`src/hdl/i2css_pkg.sv`:
```
// Shared types, codes and a helper function of the I2C shadow register sync block.
package i2css_pkg;

    localparam int IDX_W  = 5;
    localparam int MAX_WR = 16;
    localparam int MAX_WR_IW = 4;

    typedef enum logic [2:0] {
        FN_POLL       = 3'd0,
        FN_REFRESH    = 3'd1,
        FN_BUS_EVENT  = 3'd2,
        FN_HOST_WRITE = 3'd3,
        FN_HOST_READ  = 3'd4
    } t_func;

    typedef enum logic [2:0] {
        ST_TX_READY  = 3'd0,
        ST_BYTE_SENT = 3'd1,
        ST_RX_READY  = 3'd2,
        ST_BYTE_RECV = 3'd3,
        ST_LAST_RECV = 3'd4,
        ST_ERROR     = 3'd5
    } t_bus_status;

    typedef enum logic [2:0] {
        CMD_NONE     = 3'd0,
        CMD_REQUEST  = 3'd1,
        CMD_RESTART  = 3'd2,
        CMD_TRANSMIT = 3'd3,
        CMD_NACK     = 3'd4
    } t_bus_cmd;

    typedef struct packed {
        logic [2:0]       func;
        logic [2:0]       bus_status;
        logic [7:0]       bus_data;
        logic [IDX_W-1:0] host_addr;
        logic [7:0]       host_data;
    } t_in_item;

    typedef struct packed {
        logic [2:0] bus_cmd;
        logic       bus_write_dir;
        logic [7:0] bus_byte;
        logic       keep_transfer;
        logic [7:0] host_rdata;
        logic       busy_res;
        logic       failure;
    } t_out_item;

    typedef struct packed {
        logic [IDX_W-1:0] found;
        logic             jump;
    } t_seek;

    // Index of the lowest set bit; zero when no bit is set.
    function automatic logic [MAX_WR_IW-1:0] f_lowest(input logic [MAX_WR-1:0] vec);
        logic [MAX_WR_IW-1:0] idx;
        idx = '0;
        for (int i = MAX_WR - 1; i >= 0; i--) begin
            if (vec[i]) begin
                idx = MAX_WR_IW'(i);
            end
        end
        return idx;
    endfunction

endpackage

```
`src/hdl/i2css_seek.sv`:
```
// Next-dirty search: finds the next dirty register from the current index, wrapping to zero.
module i2css_seek #(
    parameter int NUM_WRITABLE = 16
) (
    input  logic [i2css_pkg::MAX_WR-1:0] i_dirty,
    input  logic [i2css_pkg::IDX_W-1:0]  i_cur,
    output i2css_pkg::t_seek             o_seek
);
    import i2css_pkg::*;

    logic [IDX_W-1:0]  start_idx;
    logic [MAX_WR-1:0] upper;
    logic [IDX_W-1:0]  found;

    always_comb begin
        start_idx = (i_cur < IDX_W'(NUM_WRITABLE)) ? i_cur : '0;
        for (int i = 0; i < MAX_WR; i++) begin
            upper[i] = i_dirty[i] && (IDX_W'(i) >= start_idx);
        end
        if (upper != '0) begin
            found = IDX_W'(f_lowest(upper));
        end else begin
            found = IDX_W'(f_lowest(i_dirty));
        end
        o_seek.found = found;
        o_seek.jump  = (found != i_cur);
    end

endmodule

```
`src/hdl/i2css_engine.sv`:
```
// Shadow register file, dirty mask and transfer sequencing for one registered transaction.
module i2css_engine #(
    parameter int NUM_SHADOW   = 19,
    parameter int NUM_WRITABLE = 16
) (
    input  logic                 i_clk,
    input  logic                 i_rst_n,
    input  logic                 i_valid,
    input  i2css_pkg::t_in_item  i_item,
    output i2css_pkg::t_out_item o_result
);
    import i2css_pkg::*;

    localparam int SH_IW = (NUM_SHADOW > 1) ? $clog2(NUM_SHADOW) : 1;
    localparam int DW_IW = (NUM_WRITABLE > 1) ? $clog2(NUM_WRITABLE) : 1;
    localparam logic [IDX_W-1:0] NS_L   = IDX_W'(NUM_SHADOW);
    localparam logic [IDX_W-1:0] NS_M1  = IDX_W'(NUM_SHADOW - 1);
    localparam logic [IDX_W-1:0] NW_L   = IDX_W'(NUM_WRITABLE);

    logic [7:0]              r_shadow [NUM_SHADOW];
    logic [NUM_WRITABLE-1:0] r_dirty, n_dirty;
    logic [IDX_W-1:0]        r_cur, n_cur;
    logic                    r_rd_act, n_rd_act;
    logic                    r_wr_act, n_wr_act;
    logic                    r_refresh, n_refresh;
    logic                    r_addr_ph, n_addr_ph;
    logic                    r_fail, n_fail;

    logic              sh_we;
    logic [SH_IW-1:0]  sh_waddr;
    logic [7:0]        sh_wdata;
    logic [IDX_W-1:0]  rd_idx;
    logic [7:0]        rd_byte;
    logic [MAX_WR-1:0] dirty_pad;
    logic [IDX_W-1:0]  seek_cur;
    t_seek             seek;
    logic              cur_dirty;

    always_comb begin
        dirty_pad = '0;
        dirty_pad[NUM_WRITABLE-1:0] = r_dirty;
    end

    // A poll restarts the search from index zero.
    assign seek_cur = (i_item.func == FN_POLL) ? '0 : r_cur;

    i2css_seek #(
        .NUM_WRITABLE(NUM_WRITABLE)
    ) u_seek (
        .i_dirty(dirty_pad),
        .i_cur  (seek_cur),
        .o_seek (seek)
    );

    // One read port serves both the host read and the byte sent during a write run.
    always_comb begin
        rd_idx  = (i_item.func == FN_HOST_READ) ? i_item.host_addr : seek.found;
        rd_byte = (rd_idx < NS_L) ? r_shadow[rd_idx[SH_IW-1:0]] : 8'h00;
    end

    assign cur_dirty = (r_cur < NW_L) && dirty_pad[r_cur[MAX_WR_IW-1:0]];

    always_comb begin
        n_dirty   = r_dirty;
        n_cur     = r_cur;
        n_rd_act  = r_rd_act;
        n_wr_act  = r_wr_act;
        n_refresh = r_refresh;
        n_addr_ph = r_addr_ph;
        n_fail    = r_fail;
        sh_we     = 1'b0;
        sh_waddr  = r_cur[SH_IW-1:0];
        sh_wdata  = i_item.bus_data;
        o_result  = '0;

        case (i_item.func)
            FN_POLL: begin
                if (!r_rd_act && !r_wr_act) begin
                    if (r_dirty != '0) begin
                        n_wr_act = 1'b1;
                        n_cur    = seek.found;
                        o_result.bus_cmd       = CMD_REQUEST;
                        o_result.bus_write_dir = 1'b1;
                    end else if (r_refresh) begin
                        n_refresh = 1'b0;
                        n_rd_act  = 1'b1;
                        if (r_cur != '0) begin
                            n_addr_ph = 1'b1;
                            n_cur     = '0;
                        end
                        o_result.bus_cmd       = CMD_REQUEST;
                        o_result.bus_write_dir = n_addr_ph;
                    end
                end
            end
            FN_REFRESH: begin
                n_refresh = 1'b1;
            end
            FN_BUS_EVENT: begin
                if (r_rd_act) begin
                    o_result.keep_transfer = 1'b1;
                    if (r_addr_ph) begin
                        if (i_item.bus_status == ST_TX_READY) begin
                            o_result.bus_cmd  = CMD_TRANSMIT;
                            o_result.bus_byte = 8'(r_cur);
                        end else if (i_item.bus_status == ST_BYTE_SENT) begin
                            o_result.bus_cmd = CMD_RESTART;
                            n_addr_ph = 1'b0;
                        end else begin
                            n_rd_act = 1'b0;
                            n_fail   = 1'b1;
                            o_result.keep_transfer = 1'b0;
                        end
                    end else if (i_item.bus_status == ST_RX_READY) begin
                        n_rd_act = r_rd_act;
                    end else if (i_item.bus_status == ST_BYTE_RECV) begin
                        // Bytes the host has changed since are kept.
                        sh_we = (r_cur < NS_L) && !cur_dirty;
                        n_cur = r_cur + 1'b1;
                        if (n_cur == NS_M1) begin
                            o_result.bus_cmd = CMD_NACK;
                        end
                    end else if (i_item.bus_status == ST_LAST_RECV) begin
                        sh_we = (r_cur < NS_L);
                        n_cur = r_cur + 1'b1;
                        if (n_cur > NS_M1) begin
                            n_cur = '0;
                        end
                        n_rd_act = 1'b0;
                        o_result.keep_transfer = 1'b0;
                    end else begin
                        n_rd_act = 1'b0;
                        n_fail   = 1'b1;
                        o_result.keep_transfer = 1'b0;
                    end
                end else if (r_wr_act) begin
                    o_result.keep_transfer = 1'b1;
                    if (i_item.bus_status == ST_TX_READY) begin
                        o_result.bus_cmd  = CMD_TRANSMIT;
                        o_result.bus_byte = 8'(r_cur);
                    end else if (i_item.bus_status == ST_BYTE_SENT) begin
                        if (r_dirty != '0) begin
                            if (seek.jump) begin
                                n_cur = seek.found;
                                o_result.bus_cmd       = CMD_RESTART;
                                o_result.bus_write_dir = 1'b1;
                            end else begin
                                o_result.bus_cmd  = CMD_TRANSMIT;
                                o_result.bus_byte = rd_byte;
                                n_dirty[seek.found[DW_IW-1:0]] = 1'b0;
                                n_cur = seek.found + 1'b1;
                            end
                        end else begin
                            n_wr_act = 1'b0;
                            o_result.keep_transfer = 1'b0;
                        end
                    end else begin
                        n_wr_act = 1'b0;
                        n_fail   = 1'b1;
                        o_result.keep_transfer = 1'b0;
                    end
                end
            end
            FN_HOST_WRITE: begin
                sh_waddr = i_item.host_addr[SH_IW-1:0];
                sh_wdata = i_item.host_data;
                if (i_item.host_addr < NS_L) begin
                    sh_we = 1'b1;
                    if (i_item.host_addr < NW_L) begin
                        n_dirty[i_item.host_addr[DW_IW-1:0]] = 1'b1;
                    end
                end
            end
            FN_HOST_READ: begin
                o_result.host_rdata = rd_byte;
            end
            default: begin
                n_fail = r_fail;
            end
        endcase

        o_result.busy_res = n_rd_act || n_wr_act;
        o_result.failure  = n_fail;
    end

    always_ff @(posedge i_clk) begin
        if (!i_rst_n) begin
            for (int i = 0; i < NUM_SHADOW; i++) begin
                r_shadow[i] <= 8'h00;
            end
            r_dirty   <= '0;
            r_cur     <= '1;
            r_rd_act  <= 1'b0;
            r_wr_act  <= 1'b0;
            r_refresh <= 1'b0;
            r_addr_ph <= 1'b0;
            r_fail    <= 1'b0;
        end else if (i_valid) begin
            if (sh_we) begin
                r_shadow[sh_waddr] <= sh_wdata;
            end
            r_dirty   <= n_dirty;
            r_cur     <= n_cur;
            r_rd_act  <= n_rd_act;
            r_wr_act  <= n_wr_act;
            r_refresh <= n_refresh;
            r_addr_ph <= n_addr_ph;
            r_fail    <= n_fail;
        end
    end

endmodule

```
`src/hdl/i2c_shadow_register_sync_core.sv`:
```
// Top level of the I2C shadow register sync block: input and result registers around the engine.
// A transaction taken into the input register gives its result in the result register,
// marked by o_done; one transaction is accepted in every cycle while busy is low, set by
// the single pass through the next-dirty search and the shadow register read between the
// two registers. Reset clears the shadow registers, dirty mask and flags, sets the current
// index to 31, and keeps busy high until the clock edge after reset is released.
module i2c_shadow_register_sync_core #(
    parameter int NUM_SHADOW   = 19,
    parameter int NUM_WRITABLE = 16
) (
    input  logic                 i_clk,
    input  logic                 i_rst_n,
    input  logic                 start,
    output logic                 busy,
    input  i2css_pkg::t_in_item  i_item,
    output logic                 o_done,
    output i2css_pkg::t_out_item o_result
);
    import i2css_pkg::*;

    logic      r_ready;
    logic      r_in_valid;
    t_in_item  r_in;
    logic      r_done;
    t_out_item r_out;
    t_out_item n_out;

    assign busy = !r_ready;

    always_ff @(posedge i_clk) begin
        if (!i_rst_n) begin
            r_ready    <= 1'b0;
            r_in_valid <= 1'b0;
            r_done     <= 1'b0;
        end else begin
            r_ready    <= 1'b1;
            r_in_valid <= start && r_ready;
            r_done     <= r_in_valid;
        end
    end

    always_ff @(posedge i_clk) begin
        if (start && r_ready) begin
            r_in <= i_item;
        end
        if (r_in_valid) begin
            r_out <= n_out;
        end
    end

    i2css_engine #(
        .NUM_SHADOW  (NUM_SHADOW),
        .NUM_WRITABLE(NUM_WRITABLE)
    ) u_engine (
        .i_clk   (i_clk),
        .i_rst_n (i_rst_n),
        .i_valid (r_in_valid),
        .i_item  (r_in),
        .o_result(n_out)
    );

    assign o_done   = r_done;
    assign o_result = r_out;

`ifndef SYNTHESIS
    a_result_follows: assert property (@(posedge i_clk) disable iff (!i_rst_n)
        r_in_valid |=> o_done)
        else $error("accepted transaction produced no result");

    a_keep_means_busy: assert property (@(posedge i_clk) disable iff (!i_rst_n)
        o_done && o_result.keep_transfer |-> o_result.busy_res)
        else $error("transfer kept open with no sequence active");

    a_rdata_only_on_read: assert property (@(posedge i_clk) disable iff (!i_rst_n)
        o_done && (o_result.host_rdata != 8'h00) |-> $past(r_in.func) == FN_HOST_READ)
        else $error("host read data on a transaction that is not a host read");
`endif

endmodule

```
`config.mk`:
```
export PLATFORM = sky130hd
export DESIGN_NAME = i2c_shadow_register_sync_core
export DESIGN_NICKNAME = d
export VERILOG_FILES = /design/src/hdl/i2css_pkg.sv /design/src/hdl/i2css_seek.sv /design/src/hdl/i2css_engine.sv /design/src/hdl/i2c_shadow_register_sync_core.sv
export SDC_FILE = /design/constraint.sdc
export NUM_CORES = 1
export LEC_CHECK = 0
export BUFFER_PORTS_ARGS = -buffer_cell sky130_fd_sc_hd__buf_4
export CORE_MARGIN = 5
export CORE_UTILIZATION = 46
export CTS_CLUSTER_SIZE = 30
export DETAILED_ROUTE_END_ITERATION = 12
export PLACE_DENSITY = 0.66
export SLEW_MARGIN = 20
export SYNTH_ARGS = -nofsm -noshare
export SYNTH_HDL_FRONTEND = slang
export SYNTH_SLANG_ARGS = --single-unit
```
`constraint.sdc`:
```
create_clock -name i_clk -period 6 [get_ports i_clk]
set_input_delay 1.2 -clock i_clk [delete_from_list [all_inputs] [get_ports i_clk]]
set_output_delay 1.2 -clock i_clk [all_outputs]
set_load 0.02 [all_outputs]
```
==> flow_results.org, run 1 <==
** Status
- Status :: finished clean

** Critical path
- Largest stage delay on the critical path :: 0.90 ns
- CP endpoint kind :: flip-flop
- At the worst endpoint, the required time is 6.25 ns.
- Startpoint Class :: flip-flop
- Slowest cell on the critical path :: sky130_fd_sc_hd__dfxtp_1
- The critical path is of the flip-flop to flip-flop type.
- Ordered cell list for the critical path :: nand2_2 > or4_1 > a2bb2oi_1 > nand4_1 > nor3_1 > a221o_1 > buf_4 > nand2_1 > nor2_1 > a221oi_2 > a41oi_1 > o21ai_1
- In this run the worst path has a maximum fanout of 22.
- Arrival time reported for the critical path endpoint :: 5.23 ns

** Clocking
- TritonCTS built the clock tree.
- In this run, post-CTS repair resized a total of 0 instances.
- Buffers added to address setup during post-CTS repair amount to 0.
- Clock tree synthesis inserted a total of 25 buffers.
- Worst skew pair latency :: 0.52 ns
- Counting every sink on the clock net gives 231.
- Hold buffers post-CTS :: 0
- Clock-pin slew on the worst setup and hold paths :: 0.06 ns
- CTS placed an instance of sky130_fd_sc_hd__clkbuf_16 at the clock tree root.
- Level count of the clock H-tree :: 1
- Number of buffers on the longest clock path :: 3

** Global route
- Antenna violations before repair :: 0
- In the global route stage, met1 resource usage came out at 32.8%.
- The via count of the first global-routing pass came to 8,801.
- GRT busiest layer :: met2
- Global routing finished with a remaining overflow of 0.
- Entering global routing, the biggest net connects 55 pins.
- The first global-routing pass estimated 52,500 um of wire.
- Overall Global Routing Usage :: 23.1%
- Met3 layer usage reported by global route :: 4.78%
- Met2 Track Usage GR :: 35.5%

** Synth
- Mean cell area of the mapped netlist :: 10.3 um2
- Post-synthesis register bit count :: 231
- Among all flip-flop cells after synthesis, the most frequent one is sky130_fd_sc_hd__edfxtp_1.
- After technology mapping, the gate count stands at 1,161.
- For this run, the number of Yosys warnings is 0.
- Count of flip-flops with a built-in enable after synthesis :: 194
- After synthesis, the netlist uses 86 different library cells.
- Area of the mapped netlist :: 12,000 um2
- Sequential-to-total area share from yosys stat :: 54.7%
- Share of flip-flops with an asynchronous set or reset after synthesis :: 0%
- Syn nets :: 1,198

** Floorplanning
- The floorplan step set the die width to 172 um.
- The die covers 29,400 um2.
- Floorplan die height :: 172 um
- # rows :: 59
- Effective utilization at floorplan :: 46.4%
- The total area inside the core boundary comes to 25,800 um2.
- During I/O placement, the number of pins put on the boundary was 55.

** Cells and area
- Cells fill 51.7% of the core in the end.
- The number of antenna diodes in the final layout is 0.
- The net count of the finished layout is 1,218.
- Relative to the synthesized area, the layout overhead comes to 11.2%.
- Of the cells placed in the final design, the portion with a size suffix greater than 1 is 13.0%.

** STA
- Of the available clock period, the critical path in the final layout requires 83.1%.
- The clock arrives with 0.0135 ns of skew.
- Max-slew violations :: 0
- Adding up every negative setup slack in the final design gives 0 ns.
- Final-report setup violation count :: 0
- RSZ-0062 raised after global routing :: no
- Maximum clock frequency :: 201 MHz
- Number of endpoints with negative hold slack in the final report :: 0
- Worst-Margin Slew :: 1.10 ns
- Slew headroom :: 26.3%
- Subtracting the final worst setup slack from the clock period gives 4.98 ns.

** Route
- WL/cell :: 22.3 um
- Per-cell via count in the routed design :: 6.11
- After detailed routing, the number of remaining DRC violations is 0.
- Across all layers, the routed design uses 9,367 vias.
- The detail route stage leaves a number of antenna-violating nets equal to 0.
- The first detailed-routing pass ran for 6 iterations.
- Starting DRC count in detailed routing :: 1,154
- For this block, the routed nets add up to 34,200 um of wire.

** Pwr
- PD cells :: 267 nW/um2
- In this run the static leakage power is 0.00456 uW.
- Post-layout power :: 3560 uW
- IR analysis of the VDD net gives a maximum drop of 204 uV.

** Worst hold path
- Classification of the worst-slack hold path :: flip-flop to flip-flop

** Placement
- Gp weighted congestion :: 0.964
- Port Buffers :: 54
- Half-perimeter wire length after detailed placement :: 24,100 um

** Flow run
- Max-cap violations in this run came to 0.
-- power breakdown --
part | internal, uW | leakage, uW | switching, uW
logic | 67.0 | 0.00190 | 125
clock network | 920 | 0.000399 | 639
registers | 1780 | 0.00227 | 28.1
-- flip-flops by register name, indices dropped and copies added (netlist names), 5 cells and up --
| signal | flops |
|---|---|
| o_result | 23 |
| u_engine.dirty_pad | 16 |
| u_engine.r_cur | 5 |
| r_in | 27 |
| u_engine.r_shadow | 152 |
-- critical path: cells and delay by family (launching register included) --
family | cells | cell delay [ns]
AND/OR/NAND/NOR | 6 | 1.91
buffers and inverters | 1 | 0.38
flip-flops | 1 | 0.90
AO/OA/AOI/OAI | 5 | 1.50
-- layout make-up --
| class | count | area, um2 |
|---|---|---|
| clock inverters | 15 | 163 |
| clock buffers | 30 | 664 |
| repair buffers | 65 | 488 |
| inverters | 32 | 120 |
| well taps | 335 | 419 |
| multi-input cells | 826 | 4930 |
| flip-flops and latches | 231 | 6570 |
| fillers | 2340 | 12500 |
-- layout by cell type (no fill, tap or decap), types with 9 or more instances in the layout --
cell type and count:
sky130_fd_sc_hd__nand2_1 128, sky130_fd_sc_hd__nor4_1 9, sky130_fd_sc_hd__edfxtp_1 194, sky130_fd_sc_hd__and2_1 10
sky130_fd_sc_hd__a211oi_1 9, sky130_fd_sc_hd__a31oi_1 19, sky130_fd_sc_hd__or2_2 10, sky130_fd_sc_hd__o21ai_0 47
sky130_fd_sc_hd__clkbuf_16 25, sky130_fd_sc_hd__buf_4 65, sky130_fd_sc_hd__o211ai_1 9, sky130_fd_sc_hd__nand3_1 28
sky130_fd_sc_hd__nor3_1 23, sky130_fd_sc_hd__nor2_1 221, sky130_fd_sc_hd__mux4_2 9, sky130_fd_sc_hd__nor2b_1 12
sky130_fd_sc_hd__mux2i_1 65, sky130_fd_sc_hd__dfxtp_1 37, sky130_fd_sc_hd__a21oi_1 60, sky130_fd_sc_hd__inv_1 32
sky130_fd_sc_hd__nand2b_1 13
-- synth_stat cells, drive strengths merged, types with 11 or more instances --
cell type / count / area (um2)
nor2: 221 / 830
edfxtp: 194 / 5830
nand2: 129 / 487
mux2i: 65 / 651
a21oi: 60 / 300
o21ai: 55 / 275
dfxtp: 37 / 741
buf: 36 / 249
clkbuf: 36 / 138
inv: 32 / 120
nand3: 28 / 140
nor3: 27 / 161
a31oi: 20 / 131
nand2b: 13 / 81.3
a211oi: 12 / 105
nor2b: 12 / 75.1
and2: 11 / 68.8
or2: 11 / 68.8
-- through the flow --
stage | std cells | cell area [um2] | hold WS [ns] | worst slack (ns)
2_1_floorplan | 1161 | 12000 | 0.429 | 2.47
3_3_place_gp | 1489 | 12500 | 0.444 | 1.16
3_5_place_dp | 1489 | 12500 | 0.467 | 1.05
4_1_cts | 1534 | 13300 | 0.480 | 1.08
5_1_grt | 1534 | 13300 | 0.505 | 0.647
6_report | 1534 | 13300 | 0.481 | 1.02
-- per-layer routing --
layer,vias up,wire length [um]
li1,4290,-
met1,4521,14400
met2,481,15200
met3,75,3320
met4,0,1240
met5,-,0
-- final timing paths --
kind,from,end,slack [ns],cells after the start
max,u_engine.r_cur[0]$_SDFFE_PN1P_,o_result[12]$_SDFFCE_PN0P_,1.02,12
min,u_engine.r_fail$_SDFFE_PN0P_,u_engine.r_fail$_SDFFE_PN0P_,0.48,2
max reg2reg,u_engine.r_cur[0]$_SDFFE_PN1P_,o_result[12]$_SDFFCE_PN0P_,1.02,12
min reg2reg,u_engine.r_fail$_SDFFE_PN0P_,u_engine.r_fail$_SDFFE_PN0P_,0.48,2
-- logic make-up after synthesis --
kind of cell             after synthesis  share of synthesized area [%]
buffers and inverters                104                           4.22
multiplexers                          83                           7.96
AND/OR/NAND/NOR                      488                           18.0
adder cells (fa/ha/maj)                7                          0.730
flip-flops                           231                           54.7
AO/OA/AOI/OAI                        241                           13.8
XOR/XNOR                               7                          0.511
No activity file was read; power rests on OpenSTA's default activity.
==> run 2, diff against run 1 <==
clock period = 4.7 ns   (was 6 ns; I/O delays follow)
==> flow_results.org, run 2 (same netlist as run 1, synthesis figures left out) <==
** STA
- Worst-Margin Slew :: 1.11 ns (+0.0104 ns)
- Max-slew violations :: 0 (unchanged)
- The number of endpoints with negative hold slack in the final report came to 0 (unchanged).
- Slew headroom :: 25.6% (-0.70 points)
- The final total negative setup slack came to 0 ns (unchanged).
- Maximum clock frequency :: 227 MHz (+13%)
- Final min period :: 4.41 ns (-0.570 ns)
- Worst clock skew :: 0.0156 ns (+0.00205 ns)
- The part of the cycle the worst path needs is 93.9% (+11 points).
- Setup repair after global routing left no endpoint under its margin.
- The final setup violation count was 0 (unchanged).

** Pwr
- The internal power was 3420 uW (+24%).
- Maximum vdd drop :: 256 uV (+25%)
- Clock Power Share :: 42.3% (-1.5 points)
- PD cells :: 328 nW/um2 (+23%)
- Share of total power in sequential cells :: 52.1% (+1.3 points)
- Post-layout power :: 4440 uW (+25%)
- The net switching power figure came to 1020 uW (+29%).
- Switching part of the total power :: 23.0% (+0.74 points)
- The standby leakage power is 0.00467 uW (+2.3%).
- Part of the total power dissipated in combinational logic :: 5.6% (+0.2 points)

** Floorplanning
- Horizontal die dimension :: 172 um (unchanged)
- Num ports :: 55 (unchanged)
- # rows :: 59 (unchanged)
- Core region area :: 25,800 um2 (unchanged)
- The starting density of the core was 46.4% (unchanged).
- Floorplan die height :: 172 um (unchanged)
- Die outline area :: 29,400 um2 (unchanged)

** Clocking
- The number of post-CTS setup repair buffers came to 0 (unchanged).
- The clock-pin slew of the registers on the worst-case setup and hold paths came to 0.06 ns (about the same).
- The total number of H-tree levels is 1 (unchanged).
- Clock tree from TritonCTS :: done
- The maximum clock path buffer count is 3 (unchanged).
- Hold buffers post-CTS :: 0 (unchanged)
- Worst skew pair latency :: 0.55 ns (+0.03 ns)
- The number of clock sinks seen by CTS came to 231 (unchanged).
- Number of buffers created by CTS :: 26 (+4.0%)
- Post-cts gate resize count :: 0 (unchanged)
- In this run the clock root is driven by a sky130_fd_sc_hd__clkbuf_16.

** Cells and area
- Fraction of layout cells with a size suffix above 1 :: 14.3% (+1.3 points)
- Leaving out fill and tap cells, the most frequent cell in the layout is sky130_fd_sc_hd__nor2_1.
- The top cell types in the final layout, fill and taps aside, are 221 x sky130_fd_sc_hd__nor2_1, 194 x sky130_fd_sc_hd__edfxtp_1, 128 x sky130_fd_sc_hd__nand2_1.
- Register with the highest flop count :: u_engine.r_shadow
- The post-layout utilization of the core came to 52.3% (+0.64 points).
- Area growth, synth to finish :: 12.6%
- The number of flip-flops in the largest register was 152 (unchanged).
- Number of inserted diodes :: 0 (unchanged)
- The final-stage net count is 1,241 (+1.9%).

** Route
- WL/cell :: 22.6 um (+1.3%)
- The number of vias per cell is 6.04 (-1.2%).
- DRC :: 0 (unchanged)
- The violation count after the first detailed-routing iteration came to 1,144 (-0.87%).
- Number of vias after detailed routing :: 9,410 (+0.46%)
- The number of optimization iterations in the first detailed-route pass is 5 (-1).
- Aggregate routed wire length :: 35,200 um (+2.9%)
- Number of nets with antenna violations after routing :: 0 (unchanged)

** Critical path
- The critical path in this run is classified as flip-flop to flip-flop.
- STA classifies the critical path endpoint as a flip-flop.
- The largest stage delay on the critical path came to 0.68 ns (-0.22 ns).
- WP buf/inv :: 1 (unchanged)
- The slowest stage of the critical path belongs to the cell sky130_fd_sc_hd__dfxtp_1.
- Counting stages on the worst path, the most repeated cell is sky130_fd_sc_hd__nand2_1.
- Kind of cell with the highest combined delay on the critical path :: simple AND/OR/NAND/NOR gates
- Crit path required time :: 4.90 ns (-1.35 ns)
- Startpoint Class :: flip-flop
- The critical path goes through mux4_2 > mux4_2 > nand4_1 > a31oi_1 > nor3_2 > nand2_1 > buf_4 > nor2_1 > nand2_1 > nand2_1.
- CP max FO :: 17 (-23%)
- The arrival time at the worst endpoint was 4.61 ns (-0.62 ns).

** Flow run
- Maximum Capacitance Violations :: 0 (unchanged)

** Placement
- The number of buffers inserted by port buffering was 54 (unchanged).
- The half-perimeter wire length of the detailed placement result is 25,000 um (+3.6%).
- The weighted congestion at the end of routability-driven global placement came to 0.972 (+0.79%).

** Status
- Status :: finished clean

** Global route
- Wire length of the first global-routing pass :: 54,200 um (+3.2%)
- Final global-route overflow total :: 0 (unchanged)
- The via count of the first global-routing pass came to 8,937 (+1.5%).
- Overall Global Routing Usage :: 24.0% (+0.89 points)
- Pin count of the biggest net entering global routing :: 46 (-16%)
- The number of antenna violations at the first check in global routing is 0 (unchanged).

** Worst hold path
- The tightest min-delay check is of the flip-flop to flip-flop type.
-- run 2: path summary, 6_finish.rpt --
kind	start	to	slack, ns	depth (start not counted)
hold / removal	u_engine.r_shadow[18][5]$_SDFFE_PN0P_	u_engine.r_shadow[18][5]$_SDFFE_PN0P_	0.49	2
setup reg to reg	u_engine.r_cur[0]$_SDFFE_PN1P_	u_engine.r_shadow[6][4]$_SDFFCE_PN0P_	0.29	10
hold reg to reg	u_engine.r_shadow[18][5]$_SDFFE_PN0P_	u_engine.r_shadow[18][5]$_SDFFE_PN0P_	0.49	2
setup / recovery	u_engine.r_cur[0]$_SDFFE_PN1P_	u_engine.r_shadow[6][4]$_SDFFCE_PN0P_	0.29	10
-- run 2: area by class of cell --
class,count,area (um2)
Fill cell,2339,12300
Timing Repair Buffer,87,678
Clock buffer,33,697
Clock inverter,15,100
Inverter,32,120
Tap cell,335,419
Sequential cell,231,6570
Multi-Input combinational cell,826,4930
-- run 2: per-layer routing --
metal  vias to the layer above  wire [um]  GRT usage (%)  part of all wire [%]
met5                         -          0              0                     0
met4                         0       1200           7.27                   3.4
met3                        84       3440           5.10                   9.8
met2                       506      15600           36.7                    44
met1                      4494      15000           34.6                    43
li1                       4326          -              -                     -
-- run 2: power by group through the flow --
stage          sequential (uW)  combinational, uW  clock [uW]
6_report                  2310                248        1880
5_1_grt                   2310                269        2010
4_1_cts                   2310                247        1920
3_5_place_dp              2350                246           0
3_3_place_gp              2350                244           0
2_1_floorplan             2340                164           0
-- run 2: metrics by stage --
step	hold WS, ns	area, um2	setup slack, ns	instances
after floorplan	0.429	12000	1.17	1161
after global placement	0.443	12700	0.163	1511
after detailed placement	0.458	12700	0.110	1511
after CTS	0.490	13500	0.0891	1559
after global routing	0.505	13500	0.0781	1559
final	0.490	13500	0.286	1559
-- run 2: worst reg2reg max path: cells and delay by family (launching register included) --
| kind | cells | cell delay [ns] |
|---|---|---|
| flops | 1 | 0.68 |
| simple gates | 6 | 1.98 |
| buf+inv | 1 | 0.21 |
| mux | 2 | 1.11 |
| compound gates | 1 | 0.10 |
